`config.mk`:
```
export PLATFORM = sky130hd
export DESIGN_NAME = cbb_scale
export DESIGN_NICKNAME = d
export VERILOG_FILES = /design/src/rtl/cbb_pkg.sv /design/src/rtl/cbb_scale.sv
export SDC_FILE = /design/constraint.sdc
export NUM_CORES = 1
export LEC_CHECK = 0
export BUFFER_PORTS_ARGS = -buffer_cell sky130_fd_sc_hd__clkbuf_2
export CAP_MARGIN = 20
export CELL_PAD_IN_SITES_DETAIL_PLACEMENT = 0
export CELL_PAD_IN_SITES_GLOBAL_PLACEMENT = 1
export CORE_ASPECT_RATIO = 0.6
export CORE_MARGIN = 4
export CORE_UTILIZATION = 47
export CTS_BUF_LIST = sky130_fd_sc_hd__clkbuf_2 sky130_fd_sc_hd__clkbuf_4 sky130_fd_sc_hd__clkbuf_8
export DETAILED_ROUTE_END_ITERATION = 10
export PLACE_DENSITY = 0.92
export SYNTH_ARGS = -nofsm -noshare
export SYNTH_HDL_FRONTEND = slang
export SYNTH_SLANG_ARGS = --single-unit
```
`constraint.sdc`:
```
create_clock -name i_clk -period 4.06 [get_ports i_clk]
set_input_delay 0.203 -clock i_clk [delete_from_list [all_inputs] [get_ports i_clk]]
set_output_delay 0.203 -clock i_clk [all_outputs]
set_load 0.01 [all_outputs]
```
`src/rtl/cbb_pkg.sv`:
```
// shared constants, types and arctangent table for the compass bearing pipeline
package cbb_pkg;

    // coordinate and angle formats
    localparam int COORD_WIDTH     = 24;
    localparam int ANGLE_FRAC_BITS = 6;
    localparam int CORDIC_STAGES   = 18;
    localparam int RUN_STAGES      = (CORDIC_STAGES > 32) ? 32 : CORDIC_STAGES;

    // difference vector and normalization
    localparam int DIFF_W   = COORD_WIDTH + 1;
    localparam int NORM_MSB = 30;
    localparam int SH_W     = 5;
    localparam int POS_W    = $clog2(DIFF_W);
    localparam int NORM_W   = ((DIFF_W > 31) ? DIFF_W : 31) + 1;
    localparam int CW_W     = NORM_W + 3;

    // angle accumulator, a full turn is 2^ANG_W
    localparam int                ANG_W     = 32;
    localparam logic [ANG_W-1:0]  HALF_TURN = {1'b1, {(ANG_W-1){1'b0}}};

    // bearing output
    localparam int               BEAR_W     = 15;
    localparam int               FULL_SCALE = 360 << ANGLE_FRAC_BITS;
    localparam int               RES_W      = $clog2(FULL_SCALE + 1);
    localparam logic [RES_W-1:0] FULL_VAL   = RES_W'(FULL_SCALE);
    localparam int               PROD_W     = ANG_W + RES_W;
    localparam int               EXT_W      = (RES_W > BEAR_W) ? RES_W : BEAR_W;

    // start edge to result transfer edge
    localparam int LATENCY = RUN_STAGES + 6;

    typedef struct packed {
        logic valid;
        logic same;
    } t_ctl;

    typedef struct packed {
        logic signed [CW_W-1:0] u;
        logic signed [CW_W-1:0] v;
        logic [ANG_W-1:0]       angle;
    } t_vec;

    // round(atan(2^-i) * 2^32 / (2*pi))
    function automatic logic [ANG_W-1:0] atan_turn(input int idx);
        case (idx)
            0:       return 32'd536870912;
            1:       return 32'd316933406;
            2:       return 32'd167458907;
            3:       return 32'd85004756;
            4:       return 32'd42667331;
            5:       return 32'd21354465;
            6:       return 32'd10679838;
            7:       return 32'd5340245;
            8:       return 32'd2670163;
            9:       return 32'd1335087;
            10:      return 32'd667544;
            11:      return 32'd333772;
            12:      return 32'd166886;
            13:      return 32'd83443;
            14:      return 32'd41722;
            15:      return 32'd20861;
            16:      return 32'd10430;
            17:      return 32'd5215;
            18:      return 32'd2608;
            19:      return 32'd1304;
            20:      return 32'd652;
            21:      return 32'd326;
            22:      return 32'd163;
            23:      return 32'd81;
            24:      return 32'd41;
            25:      return 32'd20;
            26:      return 32'd10;
            27:      return 32'd5;
            28:      return 32'd3;
            29:      return 32'd1;
            30:      return 32'd1;
            default: return '0;
        endcase
    endfunction

endpackage

```
`src/rtl/cbb_scale.sv`:
```
// turn fraction to degrees: constant multiply, round half up, wrap 360 to 0
module cbb_scale (
    input  logic                       i_clk,
    input  logic                       i_rst_n,
    input  cbb_pkg::t_ctl              i_ctl,
    input  logic [cbb_pkg::ANG_W-1:0]  i_angle,
    output logic                       o_strobe,
    output logic [cbb_pkg::BEAR_W-1:0] o_bearing_deg,
    output logic                       o_same_point
);
    import cbb_pkg::*;

    t_ctl              r_ctl;
    logic [PROD_W-1:0] r_prod;
    logic [PROD_W-1:0] n_prod;

    logic              r_strobe;
    logic [BEAR_W-1:0] r_bearing;
    logic [BEAR_W-1:0] n_bearing;
    logic              r_same;

    logic [PROD_W-1:0] rsum;
    logic [RES_W-1:0]  rounded;
    logic [EXT_W-1:0]  ext;

    // angle times 1/64 degree steps per turn
    assign n_prod = PROD_W'(i_angle) * PROD_W'(FULL_VAL);

    // round, wrap a full circle, force zero for coincident points
    always_comb begin
        rsum    = r_prod + PROD_W'(HALF_TURN);
        rounded = rsum[PROD_W-1:ANG_W];
        if (r_ctl.same || (rounded >= FULL_VAL)) begin
            ext = '0;
        end else begin
            ext = EXT_W'(rounded);
        end
        n_bearing = ext[BEAR_W-1:0];
    end

    // valid bits
    always_ff @(posedge i_clk) begin
        if (!i_rst_n) begin
            r_ctl.valid <= 1'b0;
            r_strobe    <= 1'b0;
        end else begin
            r_ctl.valid <= i_ctl.valid;
            r_strobe    <= r_ctl.valid;
        end
    end

    // payload
    always_ff @(posedge i_clk) begin
        r_ctl.same <= i_ctl.same;
        r_prod     <= n_prod;
        r_same     <= r_ctl.same;
        r_bearing  <= n_bearing;
    end

    assign o_strobe      = r_strobe;
    assign o_bearing_deg = r_bearing;
    assign o_same_point  = r_same;

endmodule

```
# After elaboration in Yosys (flattened, before gate mapping)
# Cells that the tools add are included.
# totals
ff_bits	57
latchBits	0
ram_bits	0
mem_bits_ro	0
input_bits	36
output_inout_bits	17
wordCells	10
memories	0
# op_classes
n_addsub	1
multipliers	1
div	0
magnitude_cmp	1
eq_ne	0
shift	0
muxes	0
bitwise_logic	0
n_reduce_logical	1
# op_table
op	count
$add 47x32->47 const B	1
$mul 32x6->38 const B	1
$ge 15x15->1 const B	1
$logic_or 1x1->1	1

# Longest topological paths before layout
# depth
depth_word	3
depth_mapped	14

# Worst setup path after synthesis
# Ideal clock, no wire load.
# synth_path
path_type	input port to flip-flop
from	in i_angle[17] in the netlist's numbering
to	reg r_prod[40]
setup_ns	0.127
t_arrival_ns	3.129
required_ns	3.933
path_slack_ns	0.804
cell_stages	13
path_buffers	0
cell_sequence	ha_1 > inv_1 > fa_1 > fa_1 > inv_1 > ha_1 > a21oi_1 > o21ai_1 > a31oi_1 > o21ai_2 > a221oi_2 > o21bai_1 > xor2_1
# synth_via
elab_chain_cells	1
# synth_lines
element	line_no	text
start, declared	cbb_scale.sv:6	input logic [cbb_pkg::ANG_W-1:0] i_angle,
$mul 32x6->38	cbb_scale.sv:27	assign n_prod = PROD_W'(i_angle) * PROD_W'(FULL_VAL);
net n_prod[40]	cbb_scale.sv:15	logic [PROD_W-1:0] n_prod;
end signal, assigned	cbb_scale.sv:55	r_prod <= n_prod;
end, declared	cbb_scale.sv:14	logic [PROD_W-1:0] r_prod;
# The timed path passes the listed nets, and every way through them passes these cells.
# A chain may end at the register's enable or synchronous reset.

# Final worst setup path
# layout_path
from	in i_angle[19] in the netlist's numbering
to	reg r_prod[41]
# Same word-level chain as after synthesis.

==> summary.md <==
| Metric | Value |
|---|---|
| Peak VDD IR | 208.4 uV |
| Antenna violations before repair | 0 |
| GP Congestion | 0.8492 |
| # DRC | 0 |
| DRT iter0 DRCs | 145 |
| CTS clk-pin slew, worst paths | 60 ps |
| Kind of critical path | primary input to flip-flop |
| Setup ws final | 664.8 ps |
| Vias per cell | 4.926 |
| Max-slew violation count | 0 |
| Sink Count | 35 |
| Num rows | 27 |
| H-tree depth | 2 |
| FF-to-FF Start | r_prod[37]$_DFF_P_ |
| Global-route wire length before repair | 16930 um |
| Core area | 9324 sq um |
| Post-route cell area | 5037 sq um |
| Clock Skew | 4.497 ps |
| Worst-Margin Slew | 402.5 ps |
| Storage element area | 700.7 sq um |
| Worst R2R End | o_bearing_deg[7]$_SDFF_PP0_ |
| Worst EP required | 4280 ps |
| # port buffers | 52 |
| Final Hold Fails | 0 |
| Minimum clock period | 3395 ps |
| Syn nets | 673 |
| WL/cell | 13.67 um |
| Via count | 3404 |
| Clk Latency, worst-skew pair | 280 ps |
| Syn Area/Cell | 9.005 sq um |
| Most common cell after layout, fill and taps aside | inv_1 |
| Fill count | 907 |
| Register area share after synthesis | 15.32% |
| Post-DP Area | 4961 sq um |
| Pin count of the biggest net entering global routing | 14 |
| Synth Instances | 508 |
| Hold_ws | 19.42 ps |
| Final #Nets | 727 |
| Synth Flop Type | dfxtp_1 |
| Run status | finished clean |
| CTS tree | done |
| Fmax | 0.2945 GHz |
| Max transition margin | 73.05% |
| Crit path buf inv count | 3 |
| I/O pins | 53 |
| EDFF count, synth | 0 |
| CP Capture Type | flip-flop |
| Final worst path period share | 83.63% |
| P_leak | 2.651 nW |
| Hold Buf Count CTS | 0 |
| Number of synthesized register bits | 35 |
| Die Width | 135.4 um |
| Total track usage | 17.73% |
| Asr flop ratio synth | 0% |
| Synth cell types | 49 |
| Max clock buf depth | 2 |
| Hold Crit Depth | 1 |
| Crit start category | primary input |
| Crit path max fanout | 7 |
| Full die area | 11430 sq um |
| Most frequent cells in the layout | inv_1 (106), ha_1 (82), clkbuf_2 (52) |
| Reg2reg path depth | 7 |
| Worst Hold Class | primary input to flip-flop |
| Routed wire length | 9448 um |
| Worst path slowest cell | fa_1 |
| Setup Slack @ Placement | 381.6 ps |
| CTS Buf Count | 5 |
| R2R Setup Slk | 2160 ps |
| Hold EP | r_ctl[0]$_DFF_P_ |
| Area of the multi-input gates | 3440 sq um |
| Layout cells sized above 1 | 12.12% |
| Yosys warns | 0 |
| Worst endpoint data arrival time | 3620 ps |
| Post-DP HPWL | 8672 um |
| Setup TNS | 0 ps |
| ANT nets after route | 0 |
| RSZ-0062 raised after global routing | false |
| Root Driver | clkbuf_8 |
| MaxCap Viol Count | 0 |
| Netlist Area Pre-Place | 4574 sq um |
| Pwr per Cell Area | 516.4 nW/um^2 |
| Vias in the first global route | 3646 |
| Crit path cell chain | clkbuf_2, ha_1, inv_1, fa_1, fa_1, inv_1, ha_1, a21oi_1, o21ai_1, a31oi_1, o21ai_2, a221oi_2, or4b_1, nand3_1 |
| DIE HEIGHT | 84.42 um |
| Total global routing overflow | 0 |
| CTS-repair resized insts | 0 |
| Hold path start | i_ctl[0] |
| Post-CTS setup buffers | 0 |
| Final setup vio count | 0 |
| TritonRoute pass-1 iters | 4 |
| Critical Path Max Stage Delay | 540 ps |
| Area growth from synthesis to layout | 10.12% |
| # diodes | 0 |
| Delay-heaviest family, CP | adder cells |
| Starting Density | 49.06% |
## worst max-delay path by stage
stage | from | cells after the start | end | slack, ps
floorplan | i_angle[17] | 13 | r_prod[40]$_DFF_P_ | 800
global placement | i_angle[17] | 14 | r_prod[41]$_DFF_P_ | 420
detailed placement | i_angle[14] | 13 | r_prod[41]$_DFF_P_ | 380
CTS | i_angle[14] | 13 | r_prod[41]$_DFF_P_ | 670
global route | i_angle[14] | 14 | r_prod[40]$_DFF_P_ | 410
finish | i_angle[19] | 14 | r_prod[41]$_DFF_P_ | 660
## flip-flops by register name (all words and copies together) (netlist names)
signal,cells
r_prod,16
o_bearing_deg,15
o_strobe,1
r_ctl,2
o_same_point,1
## worst register-to-register path: cells and delay by family, from the launching register on
| family | cells | cell delay (ps) |
|---|---|---|
| AOI/OAI and AO/OA | 2 | 460 |
| xor gates and xnor gates | 1 | 120 |
| DFF | 1 | 400 |
| and+or+nand+nor | 4 | 850 |
## Yosys cell counts, types with 4 or more instances
| master | instances | share of area [%] |
|---|---|---|
| ha_1 | 82 | 22 |
| and2_1 | 5 | 0.68 |
| dfxtp_1 | 35 | 15 |
| fa_1 | 47 | 21 |
| a21oi_1 | 32 | 3.5 |
| nand3_1 | 16 | 1.8 |
| nand2_1 | 23 | 1.9 |
| xnor2_1 | 16 | 3.1 |
| o21ai_0 | 8 | 0.88 |
| and3_1 | 4 | 0.55 |
| nand4_1 | 6 | 0.82 |
| a31oi_1 | 7 | 0.96 |
| a21o_1 | 15 | 2.5 |
| xor2_1 | 23 | 4.4 |
| nor3b_1 | 4 | 0.66 |
| nor2_1 | 29 | 2.4 |
| inv_1 | 106 | 8.7 |
## cell families (layout without fill, tap and decap cells)
group,after synthesis,count (layout),synth area share [%]
xor+xnor,40,40,7.823
simple gates,103,103,11.35
flops,35,35,15.32
compound gates,90,90,13.02
buf+inv,111,164,9.491
fa+ha+maj,129,129,43.00
## metal layers
layer	GRT usage [%]	up-vias	wire length, um
li1	-	1790	-
met1	28.05	1529	5243
met2	26.22	79	3669
met3	2.635	6	486
met4	1.830	0	47
met5	0	-	0
## layout make-up
class,count,area share (%)
Multi-Input combinational cell,362,68.28
Sequential cell,35,13.91
Inverter,106,7.899
Timing Repair Buffer,52,5.166
Tap cell,130,3.229
Clock buffer,6,1.515
## through the flow
| step | std cells | power, mW | util (%) |
|---|---|---|---|
| 2_1_floorplan | 508 | 1.922 | - |
| 3_3_place_gp | 685 | 2.320 | 53.21 |
| 3_5_place_dp | 685 | 2.371 | 53.21 |
| 4_1_cts | 691 | 2.604 | 54.03 |
| 5_1_grt | 691 | 2.922 | 54.03 |
| 6_report | 691 | 2.601 | 54.03 |
## report_power, final
group	switching, mW	internal, mW
sequential	0.107	0.492
combinational	1.03	0.749
clock	0.101	0.120
Power figures use the tool's default switching activity.
