## config.mk

```make
export PLATFORM = sky130hd
export DESIGN_NAME = cbb_prep
export DESIGN_NICKNAME = d
export VERILOG_FILES = /design/src/rtl/cbb_pkg.sv /design/src/rtl/cbb_prep.sv
export SDC_FILE = /design/constraint.sdc
export NUM_CORES = 1
export LEC_CHECK = 0
export ABC_CLOCK_PERIOD_IN_PS = 3030
export BUFFER_PORTS_ARGS = -buffer_cell sky130_fd_sc_hd__buf_4
export CORE_MARGIN = 2
export CORE_UTILIZATION = 53
export DETAILED_ROUTE_END_ITERATION = 8
export PLACE_DENSITY = 0.88
export SLEW_MARGIN = 40
export SYNTH_ARGS = -nofsm -noshare
export SYNTH_HDL_FRONTEND = slang
export SYNTH_SLANG_ARGS = --single-unit
```

## constraint.sdc

```tcl
create_clock -name i_clk -period 3.03 [get_ports i_clk]
set_input_delay 0.606 -clock i_clk [delete_from_list [all_inputs] [get_ports i_clk]]
set_output_delay 0.606 -clock i_clk [all_outputs]
set_load 0.005 [all_outputs]
```

## src/rtl/cbb_pkg.sv

```systemverilog
// shared constants, types and arctangent table for the compass bearing pipeline
package cbb_pkg;

    // coordinate and angle formats
    localparam int COORD_WIDTH     = 24;
    localparam int ANGLE_FRAC_BITS = 6;
    localparam int CORDIC_STAGES   = 18;
    localparam int RUN_STAGES      = (CORDIC_STAGES > 32) ? 32 : CORDIC_STAGES;

    // difference vector and normalization
    localparam int DIFF_W   = COORD_WIDTH + 1;
    localparam int NORM_MSB = 30;
    localparam int SH_W     = 5;
    localparam int POS_W    = $clog2(DIFF_W);
    localparam int NORM_W   = ((DIFF_W > 31) ? DIFF_W : 31) + 1;
    localparam int CW_W     = NORM_W + 3;

    // angle accumulator, a full turn is 2^ANG_W
    localparam int                ANG_W     = 32;
    localparam logic [ANG_W-1:0]  HALF_TURN = {1'b1, {(ANG_W-1){1'b0}}};

    // bearing output
    localparam int               BEAR_W     = 15;
    localparam int               FULL_SCALE = 360 << ANGLE_FRAC_BITS;
    localparam int               RES_W      = $clog2(FULL_SCALE + 1);
    localparam logic [RES_W-1:0] FULL_VAL   = RES_W'(FULL_SCALE);
    localparam int               PROD_W     = ANG_W + RES_W;
    localparam int               EXT_W      = (RES_W > BEAR_W) ? RES_W : BEAR_W;

    // start edge to result transfer edge
    localparam int LATENCY = RUN_STAGES + 6;

    typedef struct packed {
        logic valid;
        logic same;
    } t_ctl;

    typedef struct packed {
        logic signed [CW_W-1:0] u;
        logic signed [CW_W-1:0] v;
        logic [ANG_W-1:0]       angle;
    } t_vec;

    // round(atan(2^-i) * 2^32 / (2*pi))
    function automatic logic [ANG_W-1:0] atan_turn(input int idx);
        case (idx)
            0:       return 32'd536870912;
            1:       return 32'd316933406;
            2:       return 32'd167458907;
            3:       return 32'd85004756;
            4:       return 32'd42667331;
            5:       return 32'd21354465;
            6:       return 32'd10679838;
            7:       return 32'd5340245;
            8:       return 32'd2670163;
            9:       return 32'd1335087;
            10:      return 32'd667544;
            11:      return 32'd333772;
            12:      return 32'd166886;
            13:      return 32'd83443;
            14:      return 32'd41722;
            15:      return 32'd20861;
            16:      return 32'd10430;
            17:      return 32'd5215;
            18:      return 32'd2608;
            19:      return 32'd1304;
            20:      return 32'd652;
            21:      return 32'd326;
            22:      return 32'd163;
            23:      return 32'd81;
            24:      return 32'd41;
            25:      return 32'd20;
            26:      return 32'd10;
            27:      return 32'd5;
            28:      return 32'd3;
            29:      return 32'd1;
            30:      return 32'd1;
            default: return '0;
        endcase
    endfunction

endpackage

```

## src/rtl/cbb_prep.sv

```systemverilog
// front end: difference vector, normalization shift and half-turn pre-rotation
module cbb_prep (
    input  logic                                 i_clk,
    input  logic                                 i_rst_n,
    input  logic                                 i_load,
    input  logic signed [cbb_pkg::COORD_WIDTH-1:0] i_from_x,
    input  logic signed [cbb_pkg::COORD_WIDTH-1:0] i_from_y,
    input  logic signed [cbb_pkg::COORD_WIDTH-1:0] i_to_x,
    input  logic signed [cbb_pkg::COORD_WIDTH-1:0] i_to_y,
    output cbb_pkg::t_ctl                        o_ctl,
    output cbb_pkg::t_vec                        o_vec
);
    import cbb_pkg::*;

    // stage 1 registers
    logic                     r1_vld;
    logic signed [DIFF_W-1:0] r1_dx, r1_dy;
    logic signed [DIFF_W-1:0] n1_dx, n1_dy;

    // stage 2 registers
    logic                     r2_vld;
    logic signed [DIFF_W-1:0] r2_dx, r2_dy;
    logic [DIFF_W-1:0]        r2_mag;
    logic [DIFF_W-1:0]        n2_mag;
    logic [DIFF_W-1:0]        mag_x, mag_y;

    // stage 3 registers
    t_ctl                     r3_ctl;
    logic signed [DIFF_W-1:0] r3_dx, r3_dy;
    logic [SH_W-1:0]          r3_sh;
    logic [SH_W-1:0]          n3_sh;
    logic [POS_W-1:0]         msb_pos;

    // stage 4 registers
    t_ctl                     r4_ctl;
    t_vec                     r4_vec;
    t_vec                     n4_vec;
    logic signed [NORM_W-1:0] ext_x, ext_y, sh_x, sh_y;

    // difference of the two points
    always_comb begin
        n1_dx = DIFF_W'(i_to_x) - DIFF_W'(i_from_x);
        n1_dy = DIFF_W'(i_to_y) - DIFF_W'(i_from_y);
    end

    // magnitudes share their leading one with the larger one, so an or serves as max
    always_comb begin
        mag_x  = r1_dx[DIFF_W-1] ? DIFF_W'(-r1_dx) : DIFF_W'(r1_dx);
        mag_y  = r1_dy[DIFF_W-1] ? DIFF_W'(-r1_dy) : DIFF_W'(r1_dy);
        n2_mag = mag_x | mag_y;
    end

    // leading one search and shift that lifts the magnitude to bit NORM_MSB
    always_comb begin
        msb_pos = '0;
        for (int b = 0; b < DIFF_W; b++) begin
            if (r2_mag[b]) begin
                msb_pos = POS_W'(b);
            end
        end
        if (int'(msb_pos) >= NORM_MSB) begin
            n3_sh = '0;
        end else begin
            n3_sh = SH_W'(NORM_MSB - int'(msb_pos));
        end
    end

    // normalize and rotate by a half turn when the north component is negative
    always_comb begin
        ext_x = NORM_W'(r3_dx);
        ext_y = NORM_W'(r3_dy);
        sh_x  = ext_x <<< r3_sh;
        sh_y  = ext_y <<< r3_sh;
        if (sh_y[NORM_W-1]) begin
            n4_vec.u     = -CW_W'(sh_y);
            n4_vec.v     = -CW_W'(sh_x);
            n4_vec.angle = HALF_TURN;
        end else begin
            n4_vec.u     = CW_W'(sh_y);
            n4_vec.v     = CW_W'(sh_x);
            n4_vec.angle = '0;
        end
    end

    // valid bits
    always_ff @(posedge i_clk) begin
        if (!i_rst_n) begin
            r1_vld       <= 1'b0;
            r2_vld       <= 1'b0;
            r3_ctl.valid <= 1'b0;
            r4_ctl.valid <= 1'b0;
        end else begin
            r1_vld       <= i_load;
            r2_vld       <= r1_vld;
            r3_ctl.valid <= r2_vld;
            r4_ctl.valid <= r3_ctl.valid;
        end
    end

    // payload
    always_ff @(posedge i_clk) begin
        r1_dx       <= n1_dx;
        r1_dy       <= n1_dy;
        r2_dx       <= r1_dx;
        r2_dy       <= r1_dy;
        r2_mag      <= n2_mag;
        r3_dx       <= r2_dx;
        r3_dy       <= r2_dy;
        r3_sh       <= n3_sh;
        r3_ctl.same <= (r2_mag == '0);
        r4_ctl.same <= r3_ctl.same;
        r4_vec      <= n4_vec;
    end

    assign o_ctl = r4_ctl;
    assign o_vec = r4_vec;

endmodule

```

# ---- Word-level counts from Yosys, hierarchy flattened
# Index checks and enable logic that the tools add are counted.
dict set report totals {
  register_bits 288
  in_bits 99
  out_inout_bits 104
  elab_cells 57
}
dict set report op_classes {
  n_addsub 7
  order_cmp 1
  n_shift 2
  n_mux 27
  bitwise_logic 1
  reduce_logical 1
}
# cell count
set op_table {}
lappend op_table {{$mux 5} 23}
lappend op_table {{$mux 98} 1}
lappend op_table {{$neg 32->35} 2}
lappend op_table {{$sshl 25x5->32} 2}
lappend op_table {{$mux 25} 2}
lappend op_table {{$neg 25->25} 2}
lappend op_table {{$sub 24x24->25} 2}
lappend op_table {{$logic_not 25->1} 1}
lappend op_table {{$or 25x25->25} 1}
lappend op_table {{$ge 5x5->1 const B} 1}
lappend op_table {{$sub 5x5->5 const A} 1}
lappend op_table {{$mux 1} 1}

# ---- Longest topological paths before layout
dict set report logic_depth {
  depth_word 25
  ltp_mapped 16
  ltp_nobuf 12
}

# ---- Least setup slack after synthesis
# OpenSTA, ideal clock, no wires.
dict set report synth_timing {
  path_kind {reg-to-reg}
  start {reg r3_sh[1]}
  end {reg r4_vec, in the netlist o_vec[61]}
  setup_ns 0.131
  t_arrival_ns 2.914
  required_ns 2.899
  path_slack_ns -0.015
  stages_incl_launch_ff 11
  path_buffers 1
  synth_period_minus_slack_ns 3.045
  path_cell_list {dfxtp_1 -> buf_2 -> mux4_2 -> mux2i_1 -> nor2_1 -> a221o_1 -> or4b_4 -> nor4b_4 -> and2_2 -> a21oi_1 -> xor2_1}
}
# element line_no
set synth_rtl {}
lappend synth_rtl {{start: declaration} cbb_prep.sv:30} ;# logic [SH_W-1:0] r3_sh;
lappend synth_rtl {{start signal: assignment} cbb_prep.sv:109} ;# r3_sh <= n3_sh;
lappend synth_rtl {{end signal: assignment} cbb_prep.sv:112} ;# r4_vec <= n4_vec;
lappend synth_rtl {{end: declaration} cbb_prep.sv:36} ;# t_vec r4_vec;

==> results.sh <==
export IMPL_p_sw_mw=7.85
export IMPL_finalHoldViolCount=0
export IMPL_ys_seq_area_frac=0.357
export IMPL_fin_setup_tns_ns=-1.81
export IMPL_grt_overflow_total=0
export IMPL_sw_frac_of_total=0.387
export IMPL_cts_tree="yes"
export IMPL_placed_cell_area_um2=17200
export IMPL_worstSetupEndpointType="register"
export IMPL_dp_final_hpwl_mm=31.2
export IMPL_synth_edf_count=0
export IMPL_track_usage=0.282
export IMPL_synthTopCellsByCount="dfxtp_1, nand2_1, nor2_1"
export IMPL_power_leakage_nw=8.44
export IMPL_drv_cap=0
export IMPL_critical_path_max_fanout=7
export IMPL_p_int_mw=12.4
export IMPL_outcome="finished, violations left"
export IMPL_root_buffer="clkbuf_16"
export IMPL_clkTransAtPathRegs_ns=0.07
export IMPL_vias_per_cell=5.70
export IMPL_async_reset_ff_frac=0
export IMPL_slew_headroom=0.328
export IMPL_avgSynthCellArea_um2=9.27
export IMPL_grt_pass1_wl_mm=64.9
export IMPL_yosys_top_cells_area="dfxtp_1, mux4_2, ha_1"
export IMPL_clock_sinks=257
export IMPL_crit_type="register to register"
export IMPL_fmax_mhz=315
export IMPL_routabilityCongestion=0.946
export IMPL_tightestPinTransition_ns=0.999
export IMPL_p_per_area_nw_per_um2=1080
export IMPL_synth_top_area_cell="dfxtp_1"
export IMPL_stdcell_area_um2=18800
export IMPL_yosys_area_top_type_share=0.357
export IMPL_period_share=1.05
export IMPL_cts_buffers=24
export IMPL_die_x_um=169
export IMPL_hold_class="input pin to register"
export IMPL_synth_most_common_cell="dfxtp_1"
export IMPL_area_growth_pct=30.4
export IMPL_holdBufCountCts=0
export IMPL_finalNonFillerCells=2263
export IMPL_clkPwrFrac=0.168
export IMPL_grt_pass1_vias=12400
export IMPL_drt_iter0_markers=1131
export IMPL_clk_latency_ns=0.52
export IMPL_floorplan_initialDensity=0.537
export IMPL_grt_antenna_before_repair=0
export IMPL_fin_ws_ns=-0.144
export IMPL_routed_wl_mm=41.6
export IMPL_synthFlopType="dfxtp_1"
export IMPL_antenna_left=0
export IMPL_synthCells=1553
export IMPL_grt_max_degree=40
export IMPL_drt_pass1_iter_count=5
export IMPL_cts_htree_levels=1
export IMPL_drive_gt1_frac=0.312
export IMPL_antennaDiodeCount=0
export IMPL_drcViolationCount=0
export IMPL_dpl_cell_count=2187
export IMPL_ys_ff_latch=257
export IMPL_io_pins=203
export IMPL_skew_ns=0.0193
export IMPL_synthDistinctLibCells=79
export IMPL_nFillCells=2010
export IMPL_die_y_um=169
export IMPL_ir_drop_mv=0.450
export IMPL_clk_path_buf_depth=3
export IMPL_wl_per_cell_um=18.4
export IMPL_whs_ns=0.288
export IMPL_rsz0062_at_grt="true"
export IMPL_syn_area_um2=14400
export IMPL_fin_nets=2059
export IMPL_io_buffers=171
export IMPL_via_count=12900
export IMPL_core_area_um2=26800
export IMPL_combPwrFrac=0.575
export IMPL_die_area_um2=28500
export IMPL_start_kind="register"
export IMPL_slew_violations=0
export IMPL_synth_warnings=0
export IMPL_seqPwrFrac=0.257
export IMPL_violations="setup timing"
export IMPL_cp_required_ns=3.44
export IMPL_fin_crit_ns=3.17
export IMPL_setup_viol=20
export IMPL_crit_arrival_ns=3.58
export IMPL_rows=60
export IMPL_fin_util=0.700
==> power by group through the flow <==
stage / Sequential [mW] / Combinational, mW / Clock [mW]
floorplan: 5.02 / 6.18 / 0
global placement: 5.21 / 10.2 / 0
detailed placement: 5.26 / 10.4 / 0
CTS: 5.19 / 11.0 / 3.45
global route: 5.31 / 12.4 / 3.59
finish: 5.22 / 11.7 / 3.41
==> cells in the final DEF (no fill, tap or decap), types with 14 or more instances in the layout <==
master / instances
nor2b_1: 18
mux2_2: 17
inv_1: 83
buf_4: 373
mux4_2: 55
dfxtp_1: 254
a21o_1: 18
o21ai_0: 76
o31ai_1: 16
ha_1: 54
mux2i_1: 47
nor3_1: 23
buf_6: 14
conb_1: 34
xnor2_1: 70
a21oi_1: 80
xor2_1: 59
nand3_1: 15
clkbuf_16: 25
nand2b_1: 14
nor2_1: 112
a31oi_1: 16
nand2_1: 126
o21a_1: 21
==> critical path: stages, from the launching register on <==
cell and delay [ns]:
dfxtp_4 0.42, buf_4 0.15, mux4_2 0.54, mux2i_2 0.20, o21ai_1 0.13, a21o_1 0.20
or4b_4 0.57, nor4b_4 0.38, and2_4 0.26, a21oi_2 0.07, xor2_1 0.15
==> flip-flops by register name, summed over array words and instances (netlist names) <==
name,cells
o_vec,71
r1_dx,25
r1_dy,25
r2_dx,25
r2_dy,25
r2_mag,25
r3_dx,25
r3_dy,25
r3_sh,5
o_ctl,2
r3_ctl,2
r1_vld,1
r2_vld,1
==> cell type report <==
cell class / count / area (µm²) / area share
Multi-Input combinational cell: 1141 / 8820 / 0.470
Clock inverter: 16 / 259 / 0.0138
Inverter: 85 / 323 / 0.0172
Clock buffer: 28 / 657 / 0.0350
Sequential cell: 257 / 5150 / 0.275
Timing Repair Buffer: 395 / 3130 / 0.167
Tap cell: 341 / 427 / 0.0227
==> cells by family after synthesis <==
logic type                 Yosys count  synth area share
adders and majority gates           56            0.0497
buffers and inverters              188            0.0628
other                                1          0.000261
and+or+nand+nor                    416             0.141
xor gates and xnor gates           130            0.0791
muxes                              131             0.140
DFF                                257             0.357
AOI/OAI and AO/OA                  374             0.169
==> per-layer routing <==
layer,vias to the layer above,wire (µm),GRT usage
met4,0,1690,0.110
li1,6204,-,-
met2,482,20600,0.504
met1,6119,17300,0.351
met5,-,0,0
met3,101,1930,0.0281
==> per-stage QoR <==
| step | power [mW] | setup WS (ns) |
|---|---|---|
| 6_report | 20.3 | -0.144 |
| 5_1_grt | 21.3 | -0.236 |
| 4_1_cts | 19.7 | -0.0669 |
| 3_5_place_dp | 15.7 | -0.276 |
| 3_3_place_gp | 15.4 | -0.224 |
| 2_1_floorplan | 11.2 | 0.0149 |
==> repair_timing <==
action,4_1_cts,5_1_grt
setup endpoints to repair,25,39
resized for setup,45,63
gates cloned,1,0
setup buffers,24,7
pin swaps,25,30
==> final timing paths <==
kind         startpoint        end  slack (ns)  cells after the start
max            r3_sh[0]  o_vec[61]       -0.14                     10
max reg2reg    r3_sh[0]  o_vec[61]       -0.14                     10
min              i_load     r1_vld        0.29                      2
min reg2reg    r2_dy[5]   r3_dy[5]        0.32                      0
(Power assumes the default switching activity.)
